## src/sv/cnd_pkg.sv

```systemverilog
// Shared types, constants and functions of the cpio newc stream deframer.
`default_nettype none
package cnd_pkg;

  localparam int unsigned ENTRY_COUNT_BITS_DEF = 16;

  localparam int unsigned HEADER_BYTES = 110;
  localparam int unsigned HEX_DIGITS   = 8;

  localparam logic [6:0] FS_FIRST = 7'd54;
  localparam logic [6:0] FS_LAST  = 7'(54 + HEX_DIGITS - 1);
  localparam logic [6:0] NS_FIRST = 7'd94;
  localparam logic [6:0] NS_LAST  = 7'(94 + HEX_DIGITS - 1);
  localparam logic [6:0] HDR_LAST = 7'(HEADER_BYTES - 1);
  localparam logic [1:0] HDR_OFFSET = 2'(HEADER_BYTES % 4);

  localparam logic [3:0] TRAILER_LEN = 4'd10;

  localparam logic [1:0] KIND_NAME = 2'd0;
  localparam logic [1:0] KIND_DATA = 2'd1;
  localparam logic [1:0] KIND_END  = 2'd2;

  typedef enum logic [2:0] {
    PH_HEADER,
    PH_NAME,
    PH_NAME_PAD,
    PH_DATA,
    PH_DATA_PAD,
    PH_DONE
  } phase_t;

  typedef struct packed {
    logic [1:0]  kind;
    logic [7:0]  byte_value;
    logic [15:0] entry_number;
    logic [31:0] file_size;
    logic        last_of_field;
  } res_t;

  function automatic logic [3:0] hex_digit(input logic [7:0] c);
    logic [3:0] d;
    d = 4'd0;
    if (c inside {[8'h30:8'h39]}) begin
      d = 4'(c - 8'h30);
    end else if (c inside {[8'h41:8'h46]}) begin
      d = 4'(c - 8'h37);
    end else if (c inside {[8'h61:8'h66]}) begin
      d = 4'(c - 8'h57);
    end
    return d;
  endfunction

  // "TRAILER!!!"
  function automatic logic [7:0] trailer_char(input logic [3:0] idx);
    logic [7:0] c;
    case (idx)
      4'd0: c = 8'h54;
      4'd1: c = 8'h52;
      4'd2: c = 8'h41;
      4'd3: c = 8'h49;
      4'd4: c = 8'h4C;
      4'd5: c = 8'h45;
      4'd6: c = 8'h52;
      4'd7: c = 8'h21;
      4'd8: c = 8'h21;
      4'd9: c = 8'h21;
      default: c = 8'h00;
    endcase
    return c;
  endfunction

endpackage
`default_nettype wire

```

## src/sv/cnd_stream_if.sv

```systemverilog
// Valid/ready channel interfaces for archive bytes and deframed results.
`default_nettype none
interface cnd_byte_if;
  logic       valid;
  logic       ready;
  logic [7:0] archive_byte;

  modport source (output valid, output archive_byte, input ready);
  modport sink (input valid, input archive_byte, output ready);
endinterface

interface cnd_res_if;
  logic        valid;
  logic        ready;
  logic [1:0]  kind;
  logic [7:0]  byte_value;
  logic [15:0] entry_number;
  logic [31:0] file_size;
  logic        last_of_field;

  modport source (output valid, output kind, output byte_value, output entry_number,
                  output file_size, output last_of_field, input ready);
  modport sink (input valid, input kind, input byte_value, input entry_number,
                input file_size, input last_of_field, output ready);
endinterface
`default_nettype wire

```

## src/sv/cnd_in_stage.sv

```systemverilog
// Input register that holds one archive byte beat.
`default_nettype none
module cnd_in_stage (
  input  logic        clk,
  input  logic        rst_n,
  cnd_byte_if.sink    in_bus,
  input  logic        take,
  output logic        byte_valid,
  output logic [7:0]  byte_val
);

  logic       valid_r;
  logic [7:0] byte_r;
  logic       accept;

  assign in_bus.ready = !valid_r || take;
  assign accept       = in_bus.valid && in_bus.ready;
  assign byte_valid   = valid_r;
  assign byte_val     = byte_r;

  always_ff @(posedge clk) begin
    if (!rst_n) begin
      valid_r <= 1'b0;
    end else if (accept) begin
      valid_r <= 1'b1;
    end else if (take) begin
      valid_r <= 1'b0;
    end
  end

  always_ff @(posedge clk) begin
    if (accept) begin
      byte_r <= in_bus.archive_byte;
    end
  end

endmodule
`default_nettype wire

```

## src/sv/cnd_parse.sv

```systemverilog
// Header decode, field tracking and trailer detection, one byte per cycle while fire is high.
`default_nettype none
module cnd_parse import cnd_pkg::*; #(
  parameter int unsigned ENTRY_COUNT_BITS = ENTRY_COUNT_BITS_DEF
) (
  input  logic       clk,
  input  logic       rst_n,
  input  logic       fire,
  input  logic [7:0] b,
  output logic       res_valid,
  output res_t       res
);

  phase_t                      phase_r, phase_nxt;
  logic [6:0]                  hpos_r, hpos_nxt;
  logic [31:0]                 name_len_r, name_len_nxt;
  logic [31:0]                 data_len_r, data_len_nxt;
  logic [31:0]                 left_r, left_nxt;
  logic [1:0]                  off_r, off_nxt;
  logic                        tmatch_r, tmatch_nxt;
  logic [3:0]                  idx_r, idx_nxt;
  logic [ENTRY_COUNT_BITS-1:0] cnt_r, cnt_nxt;

  logic [3:0]  hex_val;
  logic [31:0] name_base, data_base;
  logic [31:0] left_dec;
  logic [1:0]  off_inc, pad_after;
  logic        last_byte;
  logic        trailer_end;
  logic [31:0] cnt_wide;
  logic        start_data, finish_entry;

  assign hex_val     = hex_digit(b);
  assign name_base   = (hpos_r == 7'd0) ? 32'd0 : name_len_r;
  assign data_base   = (hpos_r == 7'd0) ? 32'd0 : data_len_r;
  assign left_dec    = left_r - 32'd1;
  assign off_inc     = off_r + 2'd1;
  assign pad_after   = 2'd0 - off_inc;
  assign last_byte   = (left_r == 32'd1);
  assign trailer_end = tmatch_r && (idx_r == TRAILER_LEN) && (b == 8'd0);
  assign cnt_wide    = 32'(cnt_r);

  always_comb begin : next_state
    phase_nxt    = phase_r;
    hpos_nxt     = hpos_r;
    name_len_nxt = name_len_r;
    data_len_nxt = data_len_r;
    left_nxt     = left_r;
    off_nxt      = off_r;
    tmatch_nxt   = tmatch_r;
    idx_nxt      = idx_r;
    cnt_nxt      = cnt_r;
    start_data   = 1'b0;
    finish_entry = 1'b0;
    if (fire) begin
      case (phase_r)
        PH_HEADER: begin
          name_len_nxt = (hpos_r inside {[NS_FIRST:NS_LAST]}) ?
                         {name_base[27:0], hex_val} : name_base;
          data_len_nxt = (hpos_r inside {[FS_FIRST:FS_LAST]}) ?
                         {data_base[27:0], hex_val} : data_base;
          if (hpos_r == HDR_LAST) begin
            hpos_nxt = 7'd0;
            off_nxt  = HDR_OFFSET;
            idx_nxt  = 4'd0;
            if (name_len_r == 32'd0) begin
              tmatch_nxt = 1'b0;
              if (2'd0 - HDR_OFFSET != 2'd0) begin
                phase_nxt = PH_NAME_PAD;
                left_nxt  = {30'd0, 2'd0 - HDR_OFFSET};
              end else begin
                start_data = 1'b1;
              end
            end else begin
              tmatch_nxt = 1'b1;
              phase_nxt  = PH_NAME;
              left_nxt   = name_len_r;
            end
          end else begin
            hpos_nxt = hpos_r + 7'd1;
          end
        end
        PH_NAME: begin
          if (trailer_end) begin
            phase_nxt = PH_DONE;
          end else begin
            left_nxt = left_dec;
            off_nxt  = off_inc;
            if (idx_r < TRAILER_LEN) begin
              idx_nxt = idx_r + 4'd1;
            end
            if (tmatch_r) begin
              tmatch_nxt = (idx_r < TRAILER_LEN) && (b == trailer_char(idx_r));
            end
            if (last_byte) begin
              tmatch_nxt = 1'b0;
              if (pad_after != 2'd0) begin
                phase_nxt = PH_NAME_PAD;
                left_nxt  = 32'(pad_after);
              end else begin
                start_data = 1'b1;
              end
            end
          end
        end
        PH_NAME_PAD: begin
          left_nxt = left_dec;
          off_nxt  = off_inc;
          if (last_byte) begin
            start_data = 1'b1;
          end
        end
        PH_DATA: begin
          left_nxt = left_dec;
          off_nxt  = off_inc;
          if (last_byte) begin
            if (pad_after != 2'd0) begin
              phase_nxt = PH_DATA_PAD;
              left_nxt  = 32'(pad_after);
            end else begin
              finish_entry = 1'b1;
            end
          end
        end
        PH_DATA_PAD: begin
          left_nxt = left_dec;
          off_nxt  = off_inc;
          if (last_byte) begin
            finish_entry = 1'b1;
          end
        end
        default: begin
        end
      endcase
      if (start_data) begin
        if (data_len_nxt == 32'd0) begin
          finish_entry = 1'b1;
        end else begin
          phase_nxt = PH_DATA;
          left_nxt  = data_len_nxt;
        end
      end
      if (finish_entry) begin
        if (cnt_r != '1) begin
          cnt_nxt = cnt_r + 1'b1;
        end
        phase_nxt = PH_HEADER;
        hpos_nxt  = 7'd0;
        left_nxt  = 32'd0;
      end
    end
  end

  always_comb begin : outputs
    res_valid         = 1'b0;
    res.kind          = KIND_NAME;
    res.byte_value    = b;
    res.entry_number  = cnt_wide[15:0];
    res.file_size     = data_len_r;
    res.last_of_field = last_byte;
    case (phase_r)
      PH_NAME: begin
        res_valid = 1'b1;
        if (trailer_end) begin
          res.kind          = KIND_END;
          res.byte_value    = 8'd0;
          res.last_of_field = 1'b0;
        end
      end
      PH_DATA: begin
        res_valid = 1'b1;
        res.kind  = KIND_DATA;
      end
      default: begin
        res_valid = 1'b0;
      end
    endcase
  end

  always_ff @(posedge clk) begin
    if (!rst_n) begin
      phase_r    <= PH_HEADER;
      hpos_r     <= 7'd0;
      name_len_r <= 32'd0;
      data_len_r <= 32'd0;
      left_r     <= 32'd0;
      off_r      <= 2'd0;
      tmatch_r   <= 1'b1;
      idx_r      <= 4'd0;
      cnt_r      <= '0;
    end else begin
      phase_r    <= phase_nxt;
      hpos_r     <= hpos_nxt;
      name_len_r <= name_len_nxt;
      data_len_r <= data_len_nxt;
      left_r     <= left_nxt;
      off_r      <= off_nxt;
      tmatch_r   <= tmatch_nxt;
      idx_r      <= idx_nxt;
      cnt_r      <= cnt_nxt;
    end
  end

endmodule
`default_nettype wire

```

## src/sv/cnd_out_stage.sv

```systemverilog
// Result register that holds one output beat until it is taken.
`default_nettype none
module cnd_out_stage import cnd_pkg::*; (
  input  logic       clk,
  input  logic       rst_n,
  input  logic       load,
  input  res_t       res,
  output logic       space,
  cnd_res_if.source  out_bus
);

  logic valid_r;
  res_t res_r;

  assign space                 = !valid_r || out_bus.ready;
  assign out_bus.valid         = valid_r;
  assign out_bus.kind          = res_r.kind;
  assign out_bus.byte_value    = res_r.byte_value;
  assign out_bus.entry_number  = res_r.entry_number;
  assign out_bus.file_size     = res_r.file_size;
  assign out_bus.last_of_field = res_r.last_of_field;

  always_ff @(posedge clk) begin
    if (!rst_n) begin
      valid_r <= 1'b0;
    end else if (load) begin
      valid_r <= 1'b1;
    end else if (out_bus.ready) begin
      valid_r <= 1'b0;
    end
  end

  always_ff @(posedge clk) begin
    if (load) begin
      res_r <= res;
    end
  end

endmodule
`default_nettype wire

```

## src/sv/cpio_newc_stream_deframer.sv

```systemverilog
// Top level of the cpio newc stream deframer.
// Accepts one archive byte per cycle while the result side is not stalled; each
// byte passes an input register, the header/field logic and a result register
// before its name or data beat is valid on the result port. Header, padding and
// post-trailer bytes produce no beat. The single per-byte state update in the
// parser sets the rate; back-pressure on the result side stalls the input only
// once both registers are full. After the trailer name is seen one end beat is
// sent and all further bytes are dropped until reset.
`default_nettype none
module cpio_newc_stream_deframer import cnd_pkg::*; #(
  parameter int unsigned ENTRY_COUNT_BITS = ENTRY_COUNT_BITS_DEF
) (
  input  logic       clk,
  input  logic       rst_n,
  cnd_byte_if.sink   in_bus,
  cnd_res_if.source  out_bus
);

  logic       byte_valid;
  logic [7:0] byte_val;
  logic       space;
  logic       fire;
  logic       res_valid;
  res_t       res;

  assign fire = byte_valid && space;

  cnd_in_stage u_in (
    .clk        (clk),
    .rst_n      (rst_n),
    .in_bus     (in_bus),
    .take       (fire),
    .byte_valid (byte_valid),
    .byte_val   (byte_val)
  );

  cnd_parse #(
    .ENTRY_COUNT_BITS (ENTRY_COUNT_BITS)
  ) u_parse (
    .clk       (clk),
    .rst_n     (rst_n),
    .fire      (fire),
    .b         (byte_val),
    .res_valid (res_valid),
    .res       (res)
  );

  cnd_out_stage u_out (
    .clk     (clk),
    .rst_n   (rst_n),
    .load    (fire && res_valid),
    .res     (res),
    .space   (space),
    .out_bus (out_bus)
  );

endmodule
`default_nettype wire

```

## src/flat_wrapper.sv

```systemverilog
// flat-port wrapper written by rule: the top's interface ports become plain ports
module cpio_newc_stream_deframer_flat import cnd_pkg::*;
#(
  parameter int unsigned ENTRY_COUNT_BITS = ENTRY_COUNT_BITS_DEF
)
  (clk, rst_n, in_bus_valid, in_bus_archive_byte, in_bus_ready, out_bus_valid, out_bus_kind, out_bus_byte_value, out_bus_entry_number, out_bus_file_size, out_bus_last_of_field, out_bus_ready);
  cnd_byte_if in_bus_i ();
  cnd_res_if out_bus_i ();
  input  logic clk;
  input  logic rst_n;
  input wire logic [$bits(in_bus_i.valid)-1:0] in_bus_valid;
  input wire logic [$bits(in_bus_i.archive_byte)-1:0] in_bus_archive_byte;
  output wire logic [$bits(in_bus_i.ready)-1:0] in_bus_ready;
  output wire logic [$bits(out_bus_i.valid)-1:0] out_bus_valid;
  output wire logic [$bits(out_bus_i.kind)-1:0] out_bus_kind;
  output wire logic [$bits(out_bus_i.byte_value)-1:0] out_bus_byte_value;
  output wire logic [$bits(out_bus_i.entry_number)-1:0] out_bus_entry_number;
  output wire logic [$bits(out_bus_i.file_size)-1:0] out_bus_file_size;
  output wire logic [$bits(out_bus_i.last_of_field)-1:0] out_bus_last_of_field;
  input wire logic [$bits(out_bus_i.ready)-1:0] out_bus_ready;
  assign in_bus_i.valid = in_bus_valid;
  assign in_bus_i.archive_byte = in_bus_archive_byte;
  assign in_bus_ready = in_bus_i.ready;
  assign out_bus_valid = out_bus_i.valid;
  assign out_bus_kind = out_bus_i.kind;
  assign out_bus_byte_value = out_bus_i.byte_value;
  assign out_bus_entry_number = out_bus_i.entry_number;
  assign out_bus_file_size = out_bus_i.file_size;
  assign out_bus_last_of_field = out_bus_i.last_of_field;
  assign out_bus_i.ready = out_bus_ready;
  cpio_newc_stream_deframer #(.ENTRY_COUNT_BITS(ENTRY_COUNT_BITS)) u_core (.clk(clk), .rst_n(rst_n), .in_bus(in_bus_i), .out_bus(out_bus_i));
endmodule
```

## config.mk

```make
export PLATFORM = sky130hd
export DESIGN_NAME = cpio_newc_stream_deframer_flat
export DESIGN_NICKNAME = d
export VERILOG_FILES = /design/src/sv/cnd_pkg.sv /design/src/sv/cnd_stream_if.sv /design/src/sv/cnd_in_stage.sv /design/src/sv/cnd_parse.sv /design/src/sv/cnd_out_stage.sv /design/src/sv/cpio_newc_stream_deframer.sv /design/src/flat_wrapper.sv
export SDC_FILE = /design/constraint.sdc
export NUM_CORES = 1
export LEC_CHECK = 0
export BUFFER_PORTS_ARGS = -buffer_cell sky130_fd_sc_hd__buf_4
export CAP_MARGIN = 20
export CORE_MARGIN = 2
export CORE_UTILIZATION = 35
export DETAILED_ROUTE_END_ITERATION = 6
export PLACE_DENSITY = 0.54
export SLEW_MARGIN = 20
export SYNTH_ARGS = -nofsm -noshare
export SYNTH_HDL_FRONTEND = slang
export SYNTH_HIERARCHICAL = 1
export SYNTH_SLANG_ARGS = --single-unit
```

## constraint.sdc

```tcl
create_clock -name clk -period 8.04 [get_ports clk]
set_input_delay 2.01 -clock clk [delete_from_list [all_inputs] [get_ports clk]]
set_output_delay 2.01 -clock clk [all_outputs]
set_load 0.05 [all_outputs]
```

==> qor.yml, run 1 <==
place:
  gp_congestion: 0.840
  portBuffers: 72
  dp_slack_ns: 2.85
  hpwl_um: 19000
logic_synthesis:
  synthCells: 1066
  yosys.cell_types.count: 87
  synth_top_family_by_area: "compound AO/OA/AOI/OAI gates"
  synth.area.mux_share_pct: 0.400
  async_flop_share_pct: 0
  synth_top_area_cell: "dfxtp_1"
  synth_area_mm2: 0.0100
  synth_area_leaders: "dfxtp_1 (28%), edfxtp_1 (20%), a22oi_1 (5.8%), nor2_1 (4.3%), nand2_1 (3.8%)"
  syn-mean-instance-area_um2: 9.39
  synth_fp_nets: 1092
  synth_xor_xnor_area_share_pct: 1.84
  yosys_warnings: 6
  synth_compound_area_share_pct: 23.2
  yosysSeqAreaShare_pct: 47.7
  synth_edf_count: 67
  synth-simple-area-share_pct: 21.0
  synth_top_area_share_pct: 27.6
  synthFlopType: "dfxtp_1"
  synth-seq-cells: 205
  synth_fa_ha_area_share_pct: 1.75
hold_path:
  hold_depth: 0
  hp-class: "register to register"
global_routing:
  track_usage_pct: 18.2
  grt_pass1_vias: 7787
  antenna_found_initial: 0
  gr-total-overflow: 0
  grt_pass1_wl_um: 44600
  grt_max_degree: 82
setup_path:
  slowest_delay_ns: 0.25
  cpLargestDelayFamily: "simple AND/OR/NAND/NOR gates"
  cp_cell_sequence: "buf_4 > nand2b_4 > and2_2 > nand2b_4 > buf_4"
  timing.rr.end: "u_core/u_parse/left_r[9]"
  path_class: "primary input to output pin"
  reg2reg_from: "u_core/u_in/byte_val[1]"
  crit_cells: 5
  path_buf_inv: 2
  worst_ep_required_time_ns: 6.03
  reg2reg_depth: 10
  r2r_slack_ns: 3.82
  cp-startpoint: "out_bus_ready"
  crit_path_end: "in_bus_ready"
  cp_slowest_cell: "and2_2"
  end_kind: "output pin"
  start_kind: "primary input"
  cp.arrival_ns: 2.86
  crit_fanout: 9
floorplanning:
  initial_core_util_pct: 35.8
  num_rows: 61
  core_area_mm2: 0.0279
  die_x_um: 173
  fp.dieH_um: 173
  io_pins: 73
  dieArea_mm2: 0.0300
sta:
  fmax_mhz: 205
  rsz0062_at_grt: "no"
  hold_violations: 0
  clock_skew_ns: 0.0248
  slew_headroom_pct: 33.7
  final_max_slew_viol_count: 0
  worst_slack_ns: 3.17
  period_share_pct: 60.5
  setup_tns_ns: 0
  setup_viol: 0
  worst_pin_slew_ns: 0.994
  period_minus_slack_ns: 4.87
final_layout:
  post-route-util_pct: 41.3
  final_common_cell: "dfxtp_1"
  drive_above_1_share_pct: 14.2
  insertedDiodeCount: 0
  nNetsFinal: 1122
  layout_common_cells: "dfxtp_1 (138), nor2_1 (114), nand2_1 (100), buf_4 (83), a22oi_1 (77)"
  n_fill_cell: 2771
  area_growth_syn_to_layout_pct: 15.4
  multi_input_area_mm2: 0.00485
  seq_area_mm2: 0.00477
routing:
  wl_per_cell_um: 19.0
  dr.pass1.iters: 6
  drt_iter0_markers: 988
  routed_wl_um: 28400
  viasPerCell: 5.83
  drc: 0
  vias: 8693
  ant_nets: 0
clock_network:
  cts_resized: 0
  clockBufferDepth: 3
  cts_sinks: 205
  clk_pin_slew_ns: 0.06
  numCtsBuffers: 24
  cts_tree: "yes"
  postCtsSetupBuffers: 0
  htree_num_levels: 1
  worstSkewPairLatency_ns: 0.53
  cts_hold_buf: 0
  root_buffer: "clkbuf_16"
status:
  status: "completed"
power:
  power_mw: 2.30
  ir_drop_v: 0.000117
  pwr_density_cell_mw_per_mm2: 199
  p_leak_nw: 3.95
run:
  drv_cap: 0
worst min-delay path by stage:
stage,startpoint,end,slack [ns]
after floorplan,u_core/u_parse/cnt_r[10],u_core/u_out/out_bus.entry_number[10],0.44
after CTS,u_core/u_parse/cnt_r[4],u_core/u_out/out_bus.entry_number[4],0.48
after detailed placement,u_core/u_parse/cnt_r[4],u_core/u_out/out_bus.entry_number[4],0.46
after global placement,u_core/u_parse/cnt_r[4],u_core/u_out/out_bus.entry_number[4],0.46
final,u_core/u_parse/cnt_r[4],u_core/u_out/out_bus.entry_number[4],0.48
after global routing,u_core/u_parse/cnt_r[4],u_core/u_out/out_bus.entry_number[4],0.50
cells in the mapped netlist (4+ instances only):
cell type,n
a211o_1,6
a211oi_1,28
a21o_1,8
a21oi_1,41
a222oi_1,6
a22oi_1,77
a31oi_1,10
a32o_1,22
and2_1,6
and3_1,7
buf_2,13
clkbuf_1,60
dfxtp_1,138
edfxtp_1,67
ha_1,14
inv_1,19
mux2i_1,4
nand2_1,101
nand2b_1,9
nand3_1,28
nand3b_1,5
nand4_1,10
nor2_1,115
nor2b_1,4
nor3_1,33
nor3b_1,5
nor4_1,21
nor4b_1,7
o2111ai_1,11
o21a_1,7
o21ai_0,39
o21bai_1,4
o221a_2,4
o22ai_1,7
o31ai_1,12
or3_1,9
or4_1,13
xnor2_1,10
xor2_1,11
stage by stage:
step | instances | instance area [um2] | hold slack [ns]
after global placement | 1448 | 10800 | 0.460
after detailed placement | 1448 | 10800 | 0.462
after floorplan | 1066 | 10000 | 0.436
after global routing | 1491 | 11500 | 0.496
final | 1491 | 11500 | 0.476
after CTS | 1491 | 11500 | 0.476
flip-flops by register name (all words and copies together), names as in the netlist, 2 cells and up, named ones only:
| signal | count |
|---|---|
| u_core/u_parse/idx_r | 4 |
| u_core/u_parse/data_len_r | 32 |
| u_core/u_in/byte_val | 8 |
| u_core/u_parse/off_r | 2 |
| u_core/u_out/out_bus.kind | 2 |
| u_core/u_parse/cnt_r | 16 |
| u_core/u_parse/phase_r | 3 |
| u_core/u_out/out_bus.file_size | 32 |
| u_core/u_out/out_bus.byte_value | 8 |
| u_core/u_parse/hpos_r | 7 |
| u_core/u_parse/left_r | 32 |
| u_core/u_parse/name_len_r | 32 |
| u_core/u_out/out_bus.entry_number | 16 |
power by group:
| part | switching, mW | internal [mW] | total (mW) |
|---|---|---|---|
| registers | 0.0239 | 1.08 | 1.11 |
| clock network | 0.434 | 0.613 | 1.05 |
| logic | 0.0984 | 0.0496 | 0.148 |
| total | 0.556 | 1.74 | 2.30 |
worst reg2reg max path: stages (launching register included):
cell and delay [ns]:
edfxtp_1 0.50, inv_1 0.20, ha_1 0.20, nor3b_1 0.29, a311oi_2 0.10, o311ai_1 0.63, o2111ai_1 0.35, nor4b_4 0.51
nand2b_1 0.77, o2111ai_1 0.25, a32o_1 0.30
metal layers:
metal	up-vias	GRT usage [%]	part of all wire, %
met3	39	2.42	6.5
met5	-	0	0
met4	0	5.26	2.1
met1	4230	28.1	49
li1	4124	-	-
met2	300	26.2	42
final cells by class:
cell class                      instances  share of cell area, %
Clock buffer                           30                   5.75
Multi-Input combinational cell        762                   42.0
Timing Repair Buffer                   83                   5.40
Sequential cell                       205                   41.4
Inverter                               20                  0.650
Clock inverter                         13                  0.780
Tap cell                              378                   4.10
cell families (layout without fill, tap and decap cells):
family / after synthesis / after routing
xor gates and xnor gates: 21 / 21
and+or+nand+nor: 407 / 407
DFF: 205 / 205
adders and majority gates: 14 / 14
AOI/OAI and AO/OA: 316 / 316
buffers and inverters: 99 / 146
muxes: 4 / 4
Note: power is estimated with default switching activity, not from simulation.
==> inputs of run 2 (changes only) <==
clock period = 4.7 ns   (was 8.04 ns; I/O delays follow)
==> qor.yml, run 2 (synthesis gave the netlist of run 1 again) <==
status:
  status: "completed"
hold_path:
  hold_depth: 0
  holdPathEnd: "u_core/u_out/out_bus.entry_number[4]"
  hp-class: "register to register"
  min_from: "u_core/u_parse/cnt_r[4]"
final_layout:
  n_fill_cell: 2826
  nNetsFinal: 1129
  area_growth_syn_to_layout_pct: 15.5
  seq_area_mm2: 0.00477
  insertedDiodeCount: 0
  post-route-util_pct: 41.4
  drive_above_1_share_pct: 14.8
  multi_input_area_mm2: 0.00485
  layout_common_cells: "dfxtp_1 (138), nor2_1 (114), nand2_1 (101), buf_4 (91), a22oi_1 (77)"
  finalNonFillerCells: 1497
  final_common_cell: "dfxtp_1"
setup_path:
  cpLargestDelayFamily: "compound AO/OA/AOI/OAI gates"
  crit_fanout: 9
  path_common_cell: "a21oi_1"
  cp_slowest_cell: "o311ai_1"
  start_kind: "register"
  timing.rr.end: "u_core/u_parse/cnt_r[3]"
  r2r_slack_ns: 0.74
  reg2reg_from: "u_core/u_in/byte_val[0]"
  slowest_delay_ns: 0.68
  cp_cell_sequence: "inv_1 > ha_1 > nor3b_1 > a311oi_2 > o311ai_1 > o2111ai_1 > nor4b_4 > a21oi_1 > or4_1 > a21oi_1"
  path_class: "register to register"
  end_kind: "register"
  worst_ep_required_time_ns: 5.13
  reg2reg_depth: 10
  cp.arrival_ns: 4.39
  path_buf_inv: 1
power:
  power.switching_mw: 0.939
  swShare_pct: 24.4
  clkPwrFrac_pct: 44.1
  p_leak_nw: 4.13
  combPwrFrac_pct: 6.8
  ir_drop_v: 0.000196
  seqPwrFrac_pct: 49.1
  pwr_density_cell_mw_per_mm2: 333
  p_int_mw: 2.91
sta:
  setup_tns_ns: 0
  hold_violations: 0
  period_minus_slack_ns: 3.96
  final_max_slew_viol_count: 0
  clock_skew_ns: 0.0130
  period_share_pct: 84.3
  fmax_mhz: 252
  setup_viol: 0
  slew_headroom_pct: 37.4
  rsz0062_at_grt: "no"
  worst_pin_slew_ns: 0.939
routing:
  drc: 0
  drt_iter0_markers: 1168
  ant_nets: 0
  viasPerCell: 5.81
  wl_per_cell_um: 19.3
  vias: 8705
  routed_wl_um: 28900
  dr.pass1.iters: 6
place:
  hpwl_um: 19900
  portBuffers: 72
  place_inst: 1456
  gp_congestion: 0.855
floorplanning:
  io_pins: 73
  dieArea_mm2: 0.0300
  core_area_mm2: 0.0279
  num_rows: 61
  die_x_um: 173
  fp.dieH_um: 173
  initial_core_util_pct: 35.8
global_routing:
  antenna_found_initial: 0
  grt_pass1_vias: 7780
  grt_pass1_wl_um: 45100
  grt_max_degree: 69
  track_usage_pct: 18.5
  gr-total-overflow: 0
clock_network:
  numCtsBuffers: 23
  cts_tree: "yes"
  clk_pin_slew_ns: 0.06
  postCtsSetupBuffers: 0
  cts_sinks: 205
  worstSkewPairLatency_ns: 0.51
  cts_hold_buf: 0
  htree_num_levels: 1
  root_buffer: "clkbuf_16"
  clockBufferDepth: 3
  cts_resized: 0
run:
  drv_cap: 0
[run 2: changes by cell type in the layout (fill, tap and decap cells not counted), moves of 2 or more]
cell and change:
clkinv_1 -4, clkinv_4 +2, buf_4 +8, clkbuf_16 -2
clkinv_2 +2
[run 2: area by class of cell]
cell class                 instances  share of cell area [%]
tap                              378                    4.09
timing repair buffer              91                    5.91
sequential                       205                    41.3
clock buffer                      28                    5.23
inverter                          20                   0.649
multi-input combinational        762                    41.9
clock inverter                    13                   0.887
[run 2: power groups by stage]
stage                     Sequential, mW  Clock [mW]  Combinational (mW)
after floorplan                     1.91           0               0.191
after global placement              1.93           0               0.255
after detailed placement            1.93           0               0.257
after CTS                           1.89        1.75               0.258
after global routing                1.89        1.81               0.286
final                               1.89        1.70               0.261
[run 2: worst register-to-register path, stage by stage (launching register included)]
cell,delay [ns]
edfxtp_1,0.52
inv_1,0.16
ha_1,0.19
nor3b_1,0.34
a311oi_2,0.09
o311ai_1,0.68
o2111ai_1,0.37
nor4b_4,0.50
a21oi_1,0.30
or4_1,0.57
a21oi_1,0.15
[run 2: metrics by stage]
step                cell area, um2  power, mW  hold slack [ns]  setup WS (ns)
global placement             10800       2.18            0.466           1.07
detailed placement           10900       2.18            0.470          0.951
global route                 11600       3.99            0.490          0.537
floorplan                    10000       2.10            0.436           1.52
CTS                          11600       3.89            0.481          0.925
finish                       11600       3.85            0.481          0.738
[run 2: worst max path at each step]
| stage | slack, ns | start | end | depth (start not counted) |
|---|---|---|---|---|
| 3_3_place_gp | 1.07 | u_core/u_in/byte_val[1] | u_core/u_parse/cnt_r[5] | 10 |
| 4_1_cts | 0.93 | u_core/u_in/byte_val[0] | u_core/u_parse/cnt_r[5] | 10 |
| 6_report | 0.74 | u_core/u_in/byte_val[0] | u_core/u_parse/cnt_r[3] | 10 |
| 3_5_place_dp | 0.95 | u_core/u_in/byte_val[0] | u_core/u_parse/cnt_r[3] | 10 |
| 2_1_floorplan | 1.52 | out_bus_ready | register | 12 |
| 5_1_grt | 0.54 | u_core/u_in/byte_val[1] | u_core/u_parse/cnt_r[3] | 10 |
[run 2: per-layer routing]
| layer | wire length [um] | vias up | global-route usage (%) |
|---|---|---|---|
| li1 | - | 4153 | - |
| met4 | 327 | 0 | 3.18 |
| met3 | 2090 | 24 | 2.81 |
| met1 | 14000 | 4232 | 28.5 |
| met5 | 0 | - | 0 |
| met2 | 12600 | 296 | 27.4 |
==> inputs of run 3 (changes only) <==
ABC_AREA = 1   (was not set)
clock period = 3.7 ns   (was 4.7 ns; I/O delays follow)
==> qor.yml, run 3 <==
logic_synthesis:
  yosys.cell_types.count: 50
  yosys_warnings: 6
  yosysSeqAreaShare_pct: 40.2
  synthCells: 1661
  synth_top_area_cell: "dfxtp_1"
  synth-seq-cells: 205
  async_flop_share_pct: 0
  synth_top_area_share_pct: 23.3
  synth_xor_xnor_area_share_pct: 3.02
  synth_area_mm2: 0.0119
  synth_fa_ha_area_share_pct: 1.48
  synth_edf_count: 67
  synth_compound_area_share_pct: 15.3
  yosysMostFrequentCell: "nand2_1"
  synth.area.mux_share_pct: 0
  synthFlopType: "dfxtp_1"
  synth_common_cells: "nand2_1 (417), inv_1 (186), nand3_1 (144), dfxtp_1 (138), nor2_1 (116)"
  synth-simple-area-share_pct: 29.8
  syn-mean-instance-area_um2: 7.15
  synth_top_family_by_area: "simple AND/OR/NAND/NOR gates"
  synth_fp_nets: 1687
  synth_area_leaders: "dfxtp_1 (23%), edfxtp_1 (17%), nand2_1 (13%), nand3_1 (6.1%), inv_1 (5.9%)"
setup_path:
  timing.rr.end: "u_core/u_parse/left_r[26]"
  reg2reg_from: "u_core/u_parse/hpos_r[0]"
  cp-startpoint: "u_core/u_parse/hpos_r[0]"
  reg2reg_depth: 21
  start_kind: "register"
  crit_path_end: "u_core/u_parse/left_r[26]"
  r2r_slack_ns: 0.47
  cp.arrival_ns: 3.68
  end_kind: "register"
  path_class: "register to register"
  worst_ep_required_time_ns: 4.15
  crit_fanout: 34
clock_network:
  root_buffer: "clkbuf_16"
  cts_hold_buf: 0
  cts_tree: "yes"
  clk_pin_slew_ns: 0.06
  worstSkewPairLatency_ns: 0.53
  htree_num_levels: 1
  cts_resized: 0
  clockBufferDepth: 3
  numCtsBuffers: 25
  postCtsSetupBuffers: 0
  cts_sinks: 205
sta:
  hold_violations: 0
  slew_headroom_pct: 46.3
  setup_tns_ns: 0
  clock_skew_ns: 0.0172
  period_share_pct: 87.4
  worst_slack_ns: 0.467
  fmax_mhz: 309
  worst_pin_slew_ns: 0.805
  final_max_slew_viol_count: 0
  rsz0062_at_grt: "no"
  setup_viol: 0
  period_minus_slack_ns: 3.23
routing:
  wl_per_cell_um: 16.5
  drc: 0
  drt_iter0_markers: 860
  dr.pass1.iters: 5
  routed_wl_um: 35800
  vias: 11300
  ant_nets: 0
  viasPerCell: 5.21
global_routing:
  grt_pass1_vias: 10500
  antenna_found_initial: 0
  grt_max_degree: 61
  track_usage_pct: 19.7
  gr-total-overflow: 0
  grt_pass1_wl_um: 56800
final_layout:
  insertedDiodeCount: 0
  drive_above_1_share_pct: 11.7
  multi_input_area_mm2: 0.00593
  n_fill_cell: 3487
  area_growth_syn_to_layout_pct: 15.4
  final_common_cell: "nand2_1"
  nNetsFinal: 1724
  layout_common_cells: "nand2_1 (417), inv_1 (184), nand3_1 (144), dfxtp_1 (138), nor2_1 (114)"
  seq_area_mm2: 0.00477
place:
  portBuffers: 72
  hpwl_um: 25300
  gp_congestion: 0.910
  dp_slack_ns: 0.452
run:
  drv_cap: 0
hold_path:
  hp-class: "register to register"
floorplanning:
  io_pins: 73
  core_area_mm2: 0.0334
  initial_core_util_pct: 35.5
  num_rows: 67
  dieArea_mm2: 0.0354
  die_x_um: 188
  fp.dieH_um: 188
power:
  p_leak_nw: 6.04
  pwr_density_cell_mw_per_mm2: 400
  ir_drop_v: 0.000294
status:
  status: "completed"
run 3: cell types whose count changed after synthesis, sizes merged, moves of 14 or more:
cell / previous run / this run
o211ai: 2 / 42
a221oi: 3 / 17
o21ai: 39 / 102
a32o: 22 / 0
nand3: 28 / 148
a22oi: 77 / 1
xor2: 11 / 31
nand2: 102 / 426
nand4: 10 / 44
a21oi: 42 / 111
a211oi: 28 / 7
inv: 20 / 195
buf: 19 / 35
run 3: worst min-delay path by stage:
stage	depth (start not counted)	start	slack [ns]	to
after floorplan	0	u_core/u_parse/data_len_r[5]	0.43	u_core/u_out/out_bus.file_size[5]
after global placement	2	u_core/u_parse/off_r[1]	0.46	u_core/u_parse/off_r[1]
after detailed placement	0	u_core/u_parse/cnt_r[1]	0.46	u_core/u_out/out_bus.entry_number[1]
after CTS	0	u_core/u_parse/data_len_r[31]	0.48	u_core/u_out/out_bus.file_size[31]
after global routing	0	u_core/u_parse/data_len_r[31]	0.49	u_core/u_out/out_bus.file_size[31]
final	2	u_core/u_parse/off_r[1]	0.47	u_core/u_parse/off_r[1]
run 3: where the power goes:
part	switching, mW	leakage [nW]	internal (mW)
sequential	0.0672	1.77	2.37
combinational	0.310	3.88	0.139
clock	0.995	0.401	1.59
run 3: through the flow:
| step | cells | hold WS [ns] | cell area [um2] | util [%] | power [mW] |
|---|---|---|---|---|---|
| floorplan | 1661 | 0.430 | 11900 | - | 2.79 |
| global route | 2164 | 0.489 | 13700 | 40.9 | 5.69 |
| detailed placement | 2118 | 0.459 | 12800 | 38.3 | 2.93 |
| finish | 2164 | 0.471 | 13700 | 40.9 | 5.48 |
| global placement | 2118 | 0.460 | 12800 | 38.3 | 2.92 |
| CTS | 2163 | 0.478 | 13700 | 40.9 | 5.55 |
run 3: area by class of cell:
class	count	share of cell area, %
clock inverter	16	1.62
clock buffer	29	4.68
sequential	205	34.9
inverter	197	5.40
multi-input combinational	1166	43.3
timing repair buffer	103	6.01
tap	448	4.09
run 3: cell families after synthesis:
group / count (synthesis)
compound gates: 308
xor+xnor: 41
fa+ha+maj: 14
buf+inv: 291
flops: 205
simple gates: 802
run 3: layer usage:
metal  up-vias  track usage (%)  wire length [um]
met2       290             33.9             17300
li1       5625                -                 -
met4         0             6.90              1130
met3        70             2.72              1650
met5         -                0                 0
met1      5295             25.3             15700
run 3: critical path, cell delays in order (launching register included):
cell	delay, ns
dfxtp_1	0.39
inv_1	0.15
ha_1	0.23
inv_1	0.05
nor2_1	0.04
nand3_2	0.07
buf_4	0.34
nand2_1	0.09
inv_1	0.09
nand2_1	0.05
nand3_1	0.08
o21ai_0	0.24
nand2_1	0.14
nor2_1	0.04
nand2_1	0.10
nor2_4	0.06
nand4_1	0.19
inv_2	0.07
nor2_4	0.24
buf_12	0.23
nand3_1	0.09
a21oi_1	0.15
